$ cat src/hw/rtl/wpid_pkg.sv
// ----------------------------------------------------------------------------
// Windowed PID package
// Shared widths, register indexes and the stage-one payload type.
// ----------------------------------------------------------------------------
`default_nettype none

package wpid_pkg;

    localparam int ERR_W     = 24;
    localparam int DIFF_W    = ERR_W + 1;
    localparam int GAIN_W    = 16;
    localparam int LIMIT_W   = 31;
    localparam int ACC_W     = 32;
    localparam int DRIVE_W   = 32;
    localparam int CFG_IDX_W = 2;
    localparam int CFG_DAT_W = 31;

    localparam int P_PROD_W = ERR_W + GAIN_W;
    localparam int I_PROD_W = ACC_W + GAIN_W;
    localparam int D_PROD_W = DIFF_W + GAIN_W;
    localparam int TOTAL_W  = 50;
    localparam int FRAC_W   = 8;

    localparam int WINDOW_DEPTH_DEF = 16;
    localparam int DIFF_LAG_DEF     = 4;

    localparam logic [CFG_IDX_W-1:0] REG_PROP_GAIN      = 2'd0;
    localparam logic [CFG_IDX_W-1:0] REG_INT_GAIN       = 2'd1;
    localparam logic [CFG_IDX_W-1:0] REG_DERIV_GAIN     = 2'd2;
    localparam logic [CFG_IDX_W-1:0] REG_INTEGRAL_LIMIT = 2'd3;

    typedef struct packed {
        logic signed [ERR_W-1:0]  err;
        logic signed [ACC_W-1:0]  isum;
        logic signed [DIFF_W-1:0] diff;
    } wpid_win_t;

endpackage

`default_nettype wire

$ cat src/hw/rtl/wpid_cell.sv
// ----------------------------------------------------------------------------
// Window history cell
// Holds one error sample and passes it to the next cell on every transfer.
// ----------------------------------------------------------------------------
`default_nettype none

module wpid_cell
    import wpid_pkg::*;
(
    input  wire                     aclk,
    input  wire                     aresetn,
    input  wire                     shift_en,
    input  wire signed [ERR_W-1:0]  sample_in,
    output logic signed [ERR_W-1:0] sample_out
);

    logic signed [ERR_W-1:0] sample_reg;
    logic signed [ERR_W-1:0] sample_next;

    assign sample_next = shift_en ? sample_in : sample_reg;

    always_ff @(posedge aclk) begin
        if (!aresetn) begin
            sample_reg <= '0;
        end else begin
            sample_reg <= sample_next;
        end
    end

    assign sample_out = sample_reg;

endmodule

`default_nettype wire

$ cat src/hw/rtl/wpid_window.sv
// ----------------------------------------------------------------------------
// Windowed integral and lagged difference
// Chain of history cells, the clamped running sum and the stage-one register.
// ----------------------------------------------------------------------------
`default_nettype none

module wpid_window
    import wpid_pkg::*;
#(
    parameter int WINDOW_DEPTH = WINDOW_DEPTH_DEF,
    parameter int DIFF_LAG     = DIFF_LAG_DEF
) (
    input  wire                     aclk,
    input  wire                     aresetn,
    input  wire                     accept,
    input  wire signed [ERR_W-1:0]  error_sample,
    input  wire [LIMIT_W-1:0]       integral_limit,
    output wpid_win_t               win_out
);

    // Cell k holds the sample from k+1 transfers ago; the last cell is the
    // oldest, which is the one leaving the window.
    localparam int LAG_MOD = DIFF_LAG % WINDOW_DEPTH;
    localparam int LAG_TAP = (LAG_MOD == 0) ? (WINDOW_DEPTH - 1) : (LAG_MOD - 1);

    logic signed [ERR_W-1:0] chain [WINDOW_DEPTH];

    genvar k;
    generate
        for (k = 0; k < WINDOW_DEPTH; k++) begin : g_cell
            if (k == 0) begin : g_head
                wpid_cell u_cell (
                    .aclk       (aclk),
                    .aresetn    (aresetn),
                    .shift_en   (accept),
                    .sample_in  (error_sample),
                    .sample_out (chain[k])
                );
            end else begin : g_body
                wpid_cell u_cell (
                    .aclk       (aclk),
                    .aresetn    (aresetn),
                    .shift_en   (accept),
                    .sample_in  (chain[k-1]),
                    .sample_out (chain[k])
                );
            end
        end
    endgenerate

    logic signed [ACC_W-1:0]  accum_reg;
    logic signed [ACC_W-1:0]  accum_next;
    logic signed [ACC_W:0]    raw_sum;
    logic signed [ACC_W:0]    pos_lim;
    logic signed [ACC_W:0]    neg_lim;
    logic signed [ACC_W-1:0]  clamped;
    logic signed [DIFF_W-1:0] diff;
    wpid_win_t                win_reg;
    wpid_win_t                win_next;

    assign raw_sum = (ACC_W+1)'(accum_reg) - (ACC_W+1)'(chain[WINDOW_DEPTH-1])
                   + (ACC_W+1)'(error_sample);
    assign pos_lim = $signed({2'b00, integral_limit});
    assign neg_lim = -pos_lim;

    always_comb begin
        if (raw_sum > pos_lim) begin
            clamped = pos_lim[ACC_W-1:0];
        end else if (raw_sum < neg_lim) begin
            clamped = neg_lim[ACC_W-1:0];
        end else begin
            clamped = raw_sum[ACC_W-1:0];
        end
    end

    assign diff = DIFF_W'(error_sample) - DIFF_W'(chain[LAG_TAP]);

    assign accum_next = accept ? clamped : accum_reg;

    always_comb begin
        win_next = win_reg;
        if (accept) begin
            win_next.err  = error_sample;
            win_next.isum = clamped;
            win_next.diff = diff;
        end
    end

    always_ff @(posedge aclk) begin
        if (!aresetn) begin
            accum_reg <= '0;
        end else begin
            accum_reg <= accum_next;
        end
    end

    always_ff @(posedge aclk) begin
        win_reg <= win_next;
    end

    assign win_out = win_reg;

endmodule

`default_nettype wire

$ cat config.mk
export PLATFORM = sky130hd
export DESIGN_NAME = wpid_window
export DESIGN_NICKNAME = d
export VERILOG_FILES = /design/src/hw/rtl/wpid_pkg.sv /design/src/hw/rtl/wpid_cell.sv /design/src/hw/rtl/wpid_window.sv
export SDC_FILE = /design/constraint.sdc
export NUM_CORES = 1
export LEC_CHECK = 0
export BUFFER_PORTS_ARGS = -buffer_cell sky130_fd_sc_hd__buf_2
export CORE_MARGIN = 10
export CORE_UTILIZATION = 65
export DETAILED_ROUTE_END_ITERATION = 7
export PLACE_DENSITY = 0.87
export SLEW_MARGIN = 40
export SYNTH_ARGS = -nofsm -noshare
export SYNTH_HDL_FRONTEND = slang
export SYNTH_SLANG_ARGS = --single-unit
$ cat constraint.sdc
create_clock -name aclk -period 13.65 [get_ports aclk]
set_clock_uncertainty 0.15 [all_clocks]
set_input_delay 2.73 -clock aclk [delete_from_list [all_inputs] [get_ports aclk]]
set_output_delay 2.73 -clock aclk [all_outputs]
set_load 0.02 [all_outputs]
==> results.md <==
- Status: finished clean
- I/O pins: 139
- Cells after DPL: 2910
- Post-CTS setup buffers: 0
- Syn Area/Cell: 9.88 µm²
- CTS tree: yes
- Synthesized flop and latch total: 497
- Largest vdd supply drop: 0.228 mV
- Total GRT Usage: 25.7%
- Port bufs: 138
- Dpl hpwl: 42000 µm
- # Max-Cap Violations: 0
- Area delta synth->final: 11.6%
- Finished Layout Cells: 3000
- Clk sinks: 497
- WL/cell: 19.5 µm
- Starting Density: 65.4%
- CTS Root Buffer Type: clkbuf_16
- Antenna-violating nets left: 0
- Slew Viols, Final: 0
- FF-to-FF setup slack: 6.43 ns
- Startpoint class of the critical path: input pin
- Power consumption: 5.73 mW
- Placer Congestion: 0.920
- Final hold vios: 0
- YS warnings: 0
- Worst Path Max Fanout: 23
- Sequential fraction of the synthesis area: 45.2%
- Skew-Pair Late Insertion Delay: 0.59 ns
- Row count: 70
- Pre-Repair DR Iteration Count: 5
- Cell area after layout: 26500 µm²
- Storage cell area: 10800 µm²
- Worst Hold Class: flop to flop
- Max FFs per register: 360
- Slew @ Worst Pin: 0.874 ns
- Metal-1 WL: 25300 µm
- Largest net degree at the start of global routing: 187
- Max clock buf depth: 3
- RSZ-0062 raised after global routing: false
- CP most frequent cell: a21o_1
- Syn Std Cell Area: 23800 µm²
- Crit path DAT: 9.46 ns
- Max frequency: 110 MHz
- Slowest CP cell: o211ai_4
- Required time worst endpoint: 13.98 ns
- Die width: 211 µm
- Setup violators final: 0
- Area after DPL: 24800 µm²
- Netlist cell types: 78
- Vias per Instance: 5.74
- Initial antenna violation count: 5
- Multi-input gate area: 11800 µm²
- Minimum clock period: 9.13 ns
- Worst Setup Path Type: input pin to flop
- Fillers: 2513
- Hold-fix buffers, CTS: 0
- Asr flop ratio synth: 0%
- H-tree lvl count: 2
- Routed vias: 17.2k
- Top routing layer used: met5
- Post-synth EDFFs: 81
- Slew HR: 41.7%
- Setup TNS: 0 ns
- Metal3 WL: 2910 µm
- Drt first-iter violations: 1158
- Final WL: 58600 µm
- Dominant synthesized flop cell: dfxtp_1
- First-pass GRT wire length: 91300 µm
- DRC errors left: 0
- Net count, final: 2703
- Syn Inst Count: 2408
- Syn Nets: 2619
- Proportion of layout cells with a drive suffix above 1: 10.5%
- Highest-count cells in the layout ignoring fill and taps: nor2_1 (454), dfxtp_1 (416), mux2i_1 (413)
- Die Area: 44600 µm²
- Crit path largest cell delay: 0.60 ns
- Leakage power: 12.0 nW
- Core Box Area: 36300 µm²
- Grt ovf: 0
- Commonest non-fill, non-tap cell in the layout: nor2_1
- Vias in the first global route: 17.1k
- Num CTS Buffers: 48
- Crit. End Element: flop
- Met2 WL post-DR: 28500 µm
- Die height: 211 µm
- CTS resizes: 0
- Tcrit/Tclk final: 66.9%
- CTS clk-pin slew, worst paths: 0.06 ns
- PwrDens: 216 nW/µm²
cells in the mapped netlist (17+ instances only):
cell type	instances	share of area, %
nor2_1	455	7.2
dfxtp_1	416	35
mux2i_1	413	17
inv_1	209	3.3
ha_1	120	6.3
edfxtp_1	81	10
clkbuf_1	72	1.1
o21ai_0	72	1.5
xnor2_1	57	2.1
nand2_1	53	0.84
a21oi_1	51	1.1
a21o_1	35	1.1
fa_1	33	2.8
buf_1	32	0.51
nand3_1	23	0.48
nor3_1	23	0.48
a31oi_1	20	0.53
and2_1	17	0.45
cell type report:
| cell class | instances | area share, % |
|---|---|---|
| diodes | 1 | 0.00943 |
| well taps | 468 | 2.21 |
| multi-input cells | 1585 | 44.4 |
| clock buffers | 66 | 5.44 |
| repair buffers | 150 | 3.19 |
| inverters | 210 | 3.02 |
| clock inverters | 23 | 1.14 |
| flip-flops and latches | 497 | 40.6 |
metal layers:
layer / track usage, % / vias up
met5: 0 / -
met4: 9.62 / 2
met3: 3.46 / 103
met2: 44.1 / 421
met1: 32.2 / 8309
li1: - / 8380
through the flow:
stage	utilization (%)	hold slack, ns	setup WS (ns)
after floorplan	-	0.295	5.44
after global placement	68.0	0.306	4.20
after detailed placement	68.2	0.312	4.02
after CTS	73.0	0.321	4.59
after global routing	73.0	0.357	4.24
final	73.0	0.324	4.52
path summary, 6_finish.rpt:
path	from	to	cells past startpoint
max	error_sample[2]	accum_reg[20]	25
min	accum_reg[31]	accum_reg[31]	2
min reg2reg	accum_reg[31]	accum_reg[31]	2
max reg2reg	accum_reg[2]	accum_reg[20]	24
kinds of logic (layout without fill, tap and decap cells):
| group | Yosys count | after routing | share of synthesized area [%] |
|---|---|---|---|
| buffers and inverters | 326 | 449 | 5.29 |
| other | 0 | 1 | 0 |
| AO/OA/AOI/OAI | 293 | 293 | 8.37 |
| adder cells (fa/ha/maj) | 153 | 153 | 9.09 |
| XOR/XNOR | 68 | 68 | 2.50 |
| AND/OR/NAND/NOR | 656 | 656 | 12.0 |
| multiplexers | 415 | 415 | 17.5 |
| flip-flops | 497 | 497 | 45.2 |
worst max-delay path, delay by kind of cell:
family | cells | cell delay, ns
buffers and inverters | 4 | 0.68
and+or+nand+nor | 2 | 0.54
muxes | 1 | 0.39
AOI/OAI and AO/OA | 15 | 3.94
adders and majority gates | 3 | 1.16
report_power, final:
group          internal (mW)  switching (mW)
clock                  0.844           0.584
combinational          0.975            1.61
sequential              1.67          0.0589
No activity file was read; power rests on OpenSTA's default activity.
